## config.mk

```make
export PLATFORM = sky130hd
export DESIGN_NAME = fifo_lock_manager
export DESIGN_NICKNAME = d
export VERILOG_FILES = /design/src/hdl/flm_pkg.sv /design/src/hdl/fifo_lock_manager.sv
export SDC_FILE = /design/constraint.sdc
export NUM_CORES = 1
export LEC_CHECK = 0
export ABC_CLOCK_PERIOD_IN_PS = 3000
export BUFFER_PORTS_ARGS = -buffer_cell sky130_fd_sc_hd__buf_2
export CAP_MARGIN = 20
export CORE_MARGIN = 2
export CORE_UTILIZATION = 47
export DETAILED_ROUTE_END_ITERATION = 7
export PLACE_DENSITY = 0.73
export SLEW_MARGIN = 20
export SYNTH_ARGS = -nofsm -noshare
export SYNTH_HDL_FRONTEND = slang
export SYNTH_SLANG_ARGS = --single-unit
```

## constraint.sdc

```tcl
create_clock -name clock -period 3 [get_ports clock]
set_input_delay 0.9 -clock clock [delete_from_list [all_inputs] [get_ports clock]]
set_output_delay 0.9 -clock clock [all_outputs]
set_load 0.05 [all_outputs]
```

## src/hdl/flm_pkg.sv

```systemverilog
// Package of the FIFO lock manager: sizes, command and status codes.
// Used by fifo_lock_manager and flm_checker; depends on nothing.
package flm_pkg;

   localparam int NUM_LOCKS  = 3;
   localparam int WAIT_DEPTH = 8;

   localparam int LOCK_IDX_W = 2;
   localparam int PID_W      = 8;
   localparam int STATUS_W   = 3;

   localparam int LOCK_W = (NUM_LOCKS > 1) ? $clog2(NUM_LOCKS) : 1;
   localparam int PTR_W  = $clog2(WAIT_DEPTH);
   localparam int CNT_W  = $clog2(WAIT_DEPTH + 1);

   typedef enum logic {
      CMD_ACQUIRE = 1'b0,
      CMD_RELEASE = 1'b1
   } cmd_type;

   typedef enum logic [STATUS_W-1:0] {
      ST_GRANTED   = 3'd0,
      ST_QUEUED    = 3'd1,
      ST_FREED     = 3'd2,
      ST_HANDED    = 3'd3,
      ST_NOT_OWNER = 3'd4,
      ST_UNKNOWN   = 3'd5,
      ST_FULL      = 3'd6
   } status_type;

endpackage

```

## src/hdl/fifo_lock_manager.sv

```systemverilog
// FIFO lock manager top level: lock state, per-lock wait queues, result register.
// Depends on flm_pkg.
//
// Usage:
//   Request channel: raise start with req_cmd, req_lock_index and req_process_id;
//   the transfer happens at a rising edge where start is high and busy is low.
//   busy is high only during reset and the cycle after it, so one request can
//   be taken every cycle.
//   Response channel: each request yields exactly one response, shown for one
//   cycle with rsp_valid high. The receiver cannot stall; it must take the
//   transfer in that cycle.
//   A request passes the input register, then the lock logic into the result
//   register, which drives the response.
//   Throughput: one request per cycle while busy is low, set by the single
//   read-modify-write of one lock's flag, owner and queue pointer per cycle.
//   Configuration: csr_write_enable with csr_write_data writes the feedback
//   queue mode; write it only while no request is in flight.
//   Reset (synchronous, active high) frees every lock, empties every queue and
//   clears the mode; queue entries themselves are not cleared.
module fifo_lock_manager (
   input  logic                          clock,
   input  logic                          reset,
   input  logic                          start,
   output logic                          busy,
   input  logic                          req_cmd,
   input  logic [flm_pkg::LOCK_IDX_W-1:0] req_lock_index,
   input  logic [flm_pkg::PID_W-1:0]      req_process_id,
   output logic                          rsp_valid,
   output logic [flm_pkg::STATUS_W-1:0]   rsp_status,
   output logic                          rsp_woken_valid,
   output logic [flm_pkg::PID_W-1:0]      rsp_woken_process_id,
   output logic                          rsp_woken_to_top_priority,
   input  logic                          csr_write_enable,
   input  logic                          csr_write_data
);
   import flm_pkg::*;

   // Busy and configuration
   logic busy_ff;
   logic mode_ff;

   // Input register
   logic                  req_valid_ff;
   cmd_type               req_cmd_ff;
   logic [LOCK_IDX_W-1:0] req_lock_ff;
   logic [PID_W-1:0]      req_pid_ff;

   // Lock state
   logic             lock_held_ff  [NUM_LOCKS];
   logic [PID_W-1:0] lock_owner_ff [NUM_LOCKS];
   logic [PTR_W-1:0] wait_head_ff  [NUM_LOCKS];
   logic [PTR_W-1:0] wait_tail_ff  [NUM_LOCKS];
   logic [CNT_W-1:0] wait_count_ff [NUM_LOCKS];
   logic [PID_W-1:0] wait_store_ff [NUM_LOCKS][WAIT_DEPTH];

   // Result register
   logic             rsp_valid_ff;
   status_type       rsp_status_ff;
   logic             rsp_woken_ff;
   logic [PID_W-1:0] rsp_woken_pid_ff;
   logic             rsp_top_ff;

   // Decode of the registered request
   logic             known;
   logic [LOCK_W-1:0] sel;
   logic             held;
   logic [PID_W-1:0] owner;
   logic [PTR_W-1:0] head;
   logic [PTR_W-1:0] tail;
   logic [CNT_W-1:0] count;
   logic [PTR_W-1:0] head_next;
   logic [PTR_W-1:0] tail_next;
   logic [PID_W-1:0] head_pid;
   logic             do_grant;
   logic             do_enqueue;
   logic             do_free;
   logic             do_handover;
   status_type       status_in;

   assign busy                      = busy_ff;
   assign rsp_valid                 = rsp_valid_ff;
   assign rsp_status                = rsp_status_ff;
   assign rsp_woken_valid           = rsp_woken_ff;
   assign rsp_woken_process_id      = rsp_woken_pid_ff;
   assign rsp_woken_to_top_priority = rsp_top_ff;

   // Hold busy through reset and the cycle after it; take the mode write.
   always_ff @(posedge clock) begin
      if (reset) begin
         busy_ff <= 1'b1;
         mode_ff <= 1'b0;
      end else begin
         busy_ff <= 1'b0;
         if (csr_write_enable) begin
            mode_ff <= csr_write_data;
         end
      end
   end

   // Capture each request transfer.
   always_ff @(posedge clock) begin
      if (reset) begin
         req_valid_ff <= 1'b0;
      end else begin
         req_valid_ff <= start && !busy_ff;
      end
   end

   always_ff @(posedge clock) begin
      if (start && !busy_ff) begin
         req_cmd_ff  <= cmd_type'(req_cmd);
         req_lock_ff <= req_lock_index;
         req_pid_ff  <= req_process_id;
      end
   end

   // Look up the addressed lock. For an unknown index the looked-up values
   // are never used, since every action flag is gated by known.
   assign known = 32'(req_lock_ff) < NUM_LOCKS;
   assign sel   = LOCK_W'(req_lock_ff);

   always_comb begin
      held      = lock_held_ff[sel];
      owner     = lock_owner_ff[sel];
      head      = wait_head_ff[sel];
      tail      = wait_tail_ff[sel];
      count     = wait_count_ff[sel];
      head_pid  = wait_store_ff[sel][head];
      head_next = (head == PTR_W'(WAIT_DEPTH - 1)) ? '0 : head + PTR_W'(1);
      tail_next = (tail == PTR_W'(WAIT_DEPTH - 1)) ? '0 : tail + PTR_W'(1);
   end

   // Decide the action and the status code.
   always_comb begin
      do_grant    = 1'b0;
      do_enqueue  = 1'b0;
      do_free     = 1'b0;
      do_handover = 1'b0;
      status_in   = ST_UNKNOWN;
      if (!known) begin
         status_in = ST_UNKNOWN;
      end else if (req_cmd_ff == CMD_ACQUIRE) begin
         if (!held || owner == req_pid_ff) begin
            do_grant  = 1'b1;
            status_in = ST_GRANTED;
         end else if (count == CNT_W'(WAIT_DEPTH)) begin
            status_in = ST_FULL;
         end else begin
            do_enqueue = 1'b1;
            status_in  = ST_QUEUED;
         end
      end else begin
         if (!held || owner != req_pid_ff) begin
            status_in = ST_NOT_OWNER;
         end else if (count == '0) begin
            do_free   = 1'b1;
            status_in = ST_FREED;
         end else begin
            do_handover = 1'b1;
            status_in   = ST_HANDED;
         end
      end
   end

   // Advance the addressed lock's flag, owner and queue pointers.
   always_ff @(posedge clock) begin
      if (reset) begin
         for (int i = 0; i < NUM_LOCKS; i++) begin
            lock_held_ff[i]  <= 1'b0;
            lock_owner_ff[i] <= '0;
            wait_head_ff[i]  <= '0;
            wait_tail_ff[i]  <= '0;
            wait_count_ff[i] <= '0;
         end
      end else if (req_valid_ff) begin
         if (do_grant) begin
            lock_held_ff[sel]  <= 1'b1;
            lock_owner_ff[sel] <= req_pid_ff;
         end
         if (do_enqueue) begin
            wait_tail_ff[sel]  <= tail_next;
            wait_count_ff[sel] <= count + CNT_W'(1);
         end
         if (do_free) begin
            lock_held_ff[sel]  <= 1'b0;
            lock_owner_ff[sel] <= '0;
         end
         if (do_handover) begin
            lock_owner_ff[sel] <= head_pid;
            wait_head_ff[sel]  <= head_next;
            wait_count_ff[sel] <= count - CNT_W'(1);
         end
      end
   end

   // Queue entries: written on enqueue only, no reset.
   always_ff @(posedge clock) begin
      if (req_valid_ff && do_enqueue) begin
         wait_store_ff[sel][tail] <= req_pid_ff;
      end
   end

   // Result register: strobe for one cycle per request.
   always_ff @(posedge clock) begin
      if (reset) begin
         rsp_valid_ff <= 1'b0;
      end else begin
         rsp_valid_ff <= req_valid_ff;
      end
   end

   always_ff @(posedge clock) begin
      if (req_valid_ff) begin
         rsp_status_ff    <= status_in;
         rsp_woken_ff     <= do_handover;
         rsp_woken_pid_ff <= do_handover ? head_pid : '0;
         rsp_top_ff       <= do_handover & mode_ff;
      end
   end

endmodule

```

==> Yosys cells after proc, flatten, opt, wreduce, memory -nomap -nowiden <==
Memory sizes are Yosys's and may differ from the RTL's. A register that Yosys moved wholly into a read port is not among the register bits.
Cells that the tools add are included.
{ "totals": {"inputBits": 16, "mem_count": 6, "out_inout_bits": 15, "reg_bits": 28, "mem_bits_rw": 249} }
{ "op_classes": {"eq_ne": 5, "muxes": 72, "reduce_logical": 13, "magnitude_cmp": 4, "bitwise": 7, "addsub": 4} }
{ "mem_list": {"columns": ["name", "words", "word_bits", "read_ports", "rd_clocked_by_memory_dff", "write_ports", "line_no", "source"], "rows": [
  ["wait_store_ff", 3, 64, 1, 1, 1, "fifo_lock_manager.sv:54", "logic [PID_W-1:0] wait_store_ff [NUM_LOCKS][WAIT_DEPTH];"],
  ["lock_owner_ff", 3, 8, 1, 1, 3, "fifo_lock_manager.sv:50", "logic [PID_W-1:0] lock_owner_ff [NUM_LOCKS];"],
  ["wait_count_ff", 3, 4, 1, 1, 3, "fifo_lock_manager.sv:53", "logic [CNT_W-1:0] wait_count_ff [NUM_LOCKS];"],
  ["wait_head_ff", 3, 3, 1, 1, 3, "fifo_lock_manager.sv:51", "logic [PTR_W-1:0] wait_head_ff [NUM_LOCKS];"],
  ["wait_tail_ff", 3, 3, 1, 1, 3, "fifo_lock_manager.sv:52", "logic [PTR_W-1:0] wait_tail_ff [NUM_LOCKS];"],
  ["lock_held_ff", 3, 1, 1, 1, 3, "fifo_lock_manager.sv:49", "logic lock_held_ff [NUM_LOCKS];"]
]} }
{ "ops": {"columns": ["op", "count"], "rows": [
  ["64-bit two-way mux", 1],
  ["8-bit two-way mux", 6],
  ["1-bit two-way mux", 42],
  ["8-bit binary-select mux with 3-bit select", 1],
  ["8-bit demux with 3-bit select", 1],
  ["3-bit two-way mux", 8],
  ["2-bit two-way mux", 11],
  ["8-bit equality test", 1],
  ["4-bit greater-or-equal comparator (second input constant)", 2],
  ["4-bit two-way mux", 2],
  ["8-bit != test", 1],
  ["3-bit inverter with 4-bit output", 2],
  ["8-bit OR reduction", 1],
  ["3-bit by 1-bit adder with 3-bit output (second input constant)", 2],
  ["3-bit equality test (second input constant)", 2],
  ["3-bit OR reduction", 2],
  ["4-bit by 1-bit adder with 4-bit output (second input constant)", 1],
  ["4-bit equality test (second input constant)", 1],
  ["4-bit zero test", 1],
  ["4-bit by 1-bit < comparator with 1-bit output (second input constant)", 1],
  ["1-bit OR", 4],
  ["4-bit OR reduction", 1],
  ["4-bit by 1-bit subtractor with 4-bit output (second input constant)", 1],
  ["1-bit logical AND", 3],
  ["other kinds (5)", 7]
]} }

==> Longest topological paths before layout <==
{ "logic_depth": {"ltp_word": 13, "mapped_depth": 13} }

==> Worst setup path after synthesis <==
Ideal clock, no wire load.
{ "synth_timing": {"kind": "register to register", "from": "register with a tool-made name", "to": "memory wait_count_ff[0][2] in the netlist's numbering, data pin", "t_required_ps": 2737, "setup_time_ps": 263, "n_path_buf": 1, "slack_ps": -255, "stages_incl_launch_ff": 12, "arrival_time_ps": 2992, "cell_sequence": "dfxtp_1 buf_4 mux4_2 xnor2_1 nand4_2 nor4_4 mux2_2 ha_1 nor2_1 mux2i_1 xor2_1 nor2_1"} }
{ "synth_rtl": {"columns": ["element", "line_no"], "rows": [
  ["to (decl)", "fifo_lock_manager.sv:53"]
]} }

==> results by group <==
Yosys
  • Top_reg_cell synth: edfxtp_1
  • Synth top area share: ~72%
  • Post-synth top area cell: edfxtp_1
  • Number of flops mapped to enable cells by yosys: slightly below 300
  • Yosys reg bits: about 300
  • Synthesized area per cell: about 17 um^2
  • Mapped Cells: 700
  • Leading post-synthesis cells by cell area: edfxtp_1 72%, mux4_2 9.4%, mux2_2 3.4%
  • Ys Warns: 0
  • Syn Std Cell Area: 12,200 um^2
  • Ys async rst share: 0%
  • Sequential area share after synthesis: roughly 73%
  • Unique cell type count in the Yosys netlist: between 40 and 50

Run status
  • Status: finished, final reports clean

Die
  • IO Count: 31
  • Initial Util: between 40 and 50%
  • Row count: 59
  • Die Footprint: 27,300 um^2
  • Core area: 25,800 um^2
  • Die Height: approximately 170 um
  • Die width: 165 um

Clock network
  • Clock transition at path regs: ~0.06 ns
  • CTS Root Buffer Type: clkbuf_16
  • Max clock buf depth: 3
  • Hold-fix buffers, CTS: 0
  • Worst-Skew Late Latency: approximately 0.54 ns
  • CTS HTree Levels: 1
  • Num Clock Sinks: 298
  • CTS Buf Count: 29
  • TritonCTS clock tree: yes

GRT
  • Largest net degree at the start of global routing: 27
  • Total track usage: about a fifth
  • Grt ovf: 0
  • Initial antenna violation count: 0
  • Vias in the first global route: ~6,800
  • First-pass GRT wire length: 39,900 um

Power
  • Clock Power Share: a little under two fifths
  • Final Total Pwr: 8960 uW
  • Maximum vdd drop: around 0.41 mV
  • Leakage: 0.00507 uW
  • Power Density: 611 nW/um^2
  • Combinational Power Share: around a tenth
  • Switching part of the total: between 20% and 30%
  • Sequential power share: a little over half
  • Internal: around 7000 uW
  • Switching power: 1970 uW

Final layout
  • Diode count: 0
  • Commonest non-fill, non-tap cell in the layout: edfxtp_1
  • Final Instance Area: approximately 15,000 um^2
  • Layout cells sized above 1: 34.7%
  • Final-stage net count: between 800 and 900
  • Fill cells: roughly 2,000
  • Most frequent cells in the layout: 292 x edfxtp_1, 84 x buf_4, 51 x mux4_2
  • P&R area growth vs syn: 20.0%

Timing
  • Minimum clock period: between 2 and 3 ns
  • Setup violators final: 0
  • Final Hold Fails: 0
  • Worst-Margin Slew: 0.908 ns
  • Fmax: roughly 0.34 GHz
  • RSZ-0062 raised after global routing: yes
  • Max Slew Vio Count: 0
  • Final period utilization: between 90 and 100%
  • Hold WS: roughly 0.54 ns
  • Clock Skew: ~0.014 ns
  • Worst slew margin: approximately 39%

Route
  • Residual DRC count: 0
  • Via-per-instance ratio: roughly 5.7
  • WL per Instance: around 22 um
  • Routed Antenna Nets: 0
  • Via count: 6,791
  • Initial DRT Pass Iterations: 5
  • Final wirelength: about 26,000 um
  • Initial DRC count: 687

Worst setup path
  • CP Max Fanout: 12
  • CP peak stage delay: 0.52 ns
  • Buffers plus inverters on the worst setup path: 3
  • Req. time, crit path: 3.28 ns
  • Slowest CP cell: mux4_2
  • Crit path DAT: approximately 3.3 ns
  • Crit start category: flip-flop
  • Top Family by Delay on Critical Path: multiplexers
  • Crit Path Category: flip-flop to flip-flop
  • Crit-path cells: buf_8 -> buf_4 -> mux4_2 -> buf_12 -> mux4_2 -> a221oi_1 -> nand2_1 -> nand2_1 -> o2bb2ai_2 -> and2_1
  • Nature of the critical path endpoint: flip-flop

Place
  • Detailed Place HPWL: ~17,000 um
  • PortBufs: 30
  • Placer congestion estimate: 0.897
  • DP Area: approximately 13,000 um^2

Worst hold path
  • HP Class: flip-flop to flip-flop

Job
  • MaxCap Viol Count: 0
state kept, by name (all words and copies together) (netlist names), named ones only:
name,flops
req_lock_ff,2
req_cmd_ff,1
busy,1
req_pid_ff,8
req_valid_ff,1
wait_store_ff,192
lock_held_ff,4
mode_ff,1
rsp_woken_process_id,8
rsp_woken_valid,1
lock_owner_ff,32
rsp_woken_to_top_priority,1
wait_count_ff,16
rsp_valid,1
wait_head_ff,12
rsp_status,3
wait_tail_ff,12
worst reg2reg max path, delay by kind of cell, from the launching register on:
family                 cells  cell delay, ns
AOI/OAI and AO/OA          2            0.58
buffers and inverters      3            0.44
DFF                        1            0.39
muxes                      2            0.83
and+or+nand+nor            3            0.50
power by group through the flow:
stage | Combinational [uW] | Sequential, uW | Clock, uW
finish | 883 | 4660 | 3410
global route | 950 | 4660 | 3650
CTS | 827 | 4660 | 3460
detailed placement | 808 | 4750 | 0
global placement | 796 | 4750 | 0
floorplan | 488 | 4770 | 0
logic make-up (layout without fill, tap and decap cells):
| group | count (synthesis) | count (layout) | share of synthesized area [%] |
|---|---|---|---|
| DFF | 298 | 298 | 72.7 |
| and+or+nand+nor | 183 | 183 | 7.61 |
| muxes | 91 | 91 | 13.0 |
| AOI/OAI and AO/OA | 70 | 70 | 3.97 |
| buffers and inverters | 43 | 189 | 1.51 |
| xor gates and xnor gates | 9 | 9 | 0.645 |
| adders and majority gates | 5 | 5 | 0.512 |
| other | 1 | 19 | 0.0307 |
cell usage after synthesis, types with 2 or more instances:
cell type	n
mux2_2	37
mux4_2	51
buf_2	16
edfxtp_1	292
nand4_1	3
buf_1	4
a21oi_1	5
ha_1	5
nor3_1	22
nor2b_1	9
o21ai_1	3
dfxtp_1	6
or2_2	8
xnor2_1	8
o21ai_2	2
and2_1	31
nand3_1	10
a221oi_1	8
o22ai_1	16
a21boi_0	2
mux2i_1	3
a22oi_1	8
o2bb2ai_1	8
inv_1	13
clkbuf_1	9
nand2_1	34
or3_1	3
o21bai_1	5
o21ai_0	10
nor2_1	47
nand2b_1	6
what timing repair did:
item	4_1_cts	5_1_grt
pin swaps	1	4
endpoints found under the setup margin	174	246
buffers inserted	3	0
gates resized for setup	2	42
path summary, 6_finish.rpt:
| path | from | end | slack (ns) | depth (start not counted) |
|---|---|---|---|---|
| setup reg to reg | flip-flop | lock_owner_ff[1][5] | 0.02 | 10 |
| hold / removal | mode_ff | mode_ff | 0.54 | 2 |
| setup / recovery | flip-flop | lock_owner_ff[1][5] | 0.02 | 10 |
| hold reg to reg | mode_ff | mode_ff | 0.54 | 2 |
layout make-up:
type | instances | area, um^2 | share of cell area (%)
Clock buffer | 42 | 825 | 5.62
Clock inverter | 10 | 67.6 | 0.460
Inverter | 13 | 48.8 | 0.333
Multi-Input combinational cell | 377 | 3460 | 23.6
Sequential cell | 298 | 8890 | 60.6
Tap cell | 335 | 419 | 2.86
Timing Repair Buffer | 124 | 958 | 6.53
per-stage QoR:
step / setup slack [ns] / setup TNS [ns] / utilization (%) / std cells
6_report: 0.0237 / 0 / 56.8 / 1199
3_5_place_dp: -0.121 / -6.67 / 52.2 / 1144
3_3_place_gp: -0.0194 / -0.832 / 52.2 / 1144
5_1_grt: -0.0831 / -1.68 / 56.8 / 1199
4_1_cts: 0.00559 / 0 / 55.9 / 1199
2_1_floorplan: -0.0793 / -0.300 / - / 718
metal layers:
layer | track usage (%) | routed length [um] | up-vias
li1 | - | - | 3034
met1 | 28.0 | 11300 | 3468
met2 | 32.3 | 12800 | 255
met3 | 3.07 | 1650 | 34
met4 | 5.68 | 559 | 0
met5 | 0 | 0 | -
No activity file was read; power rests on OpenSTA's default activity.
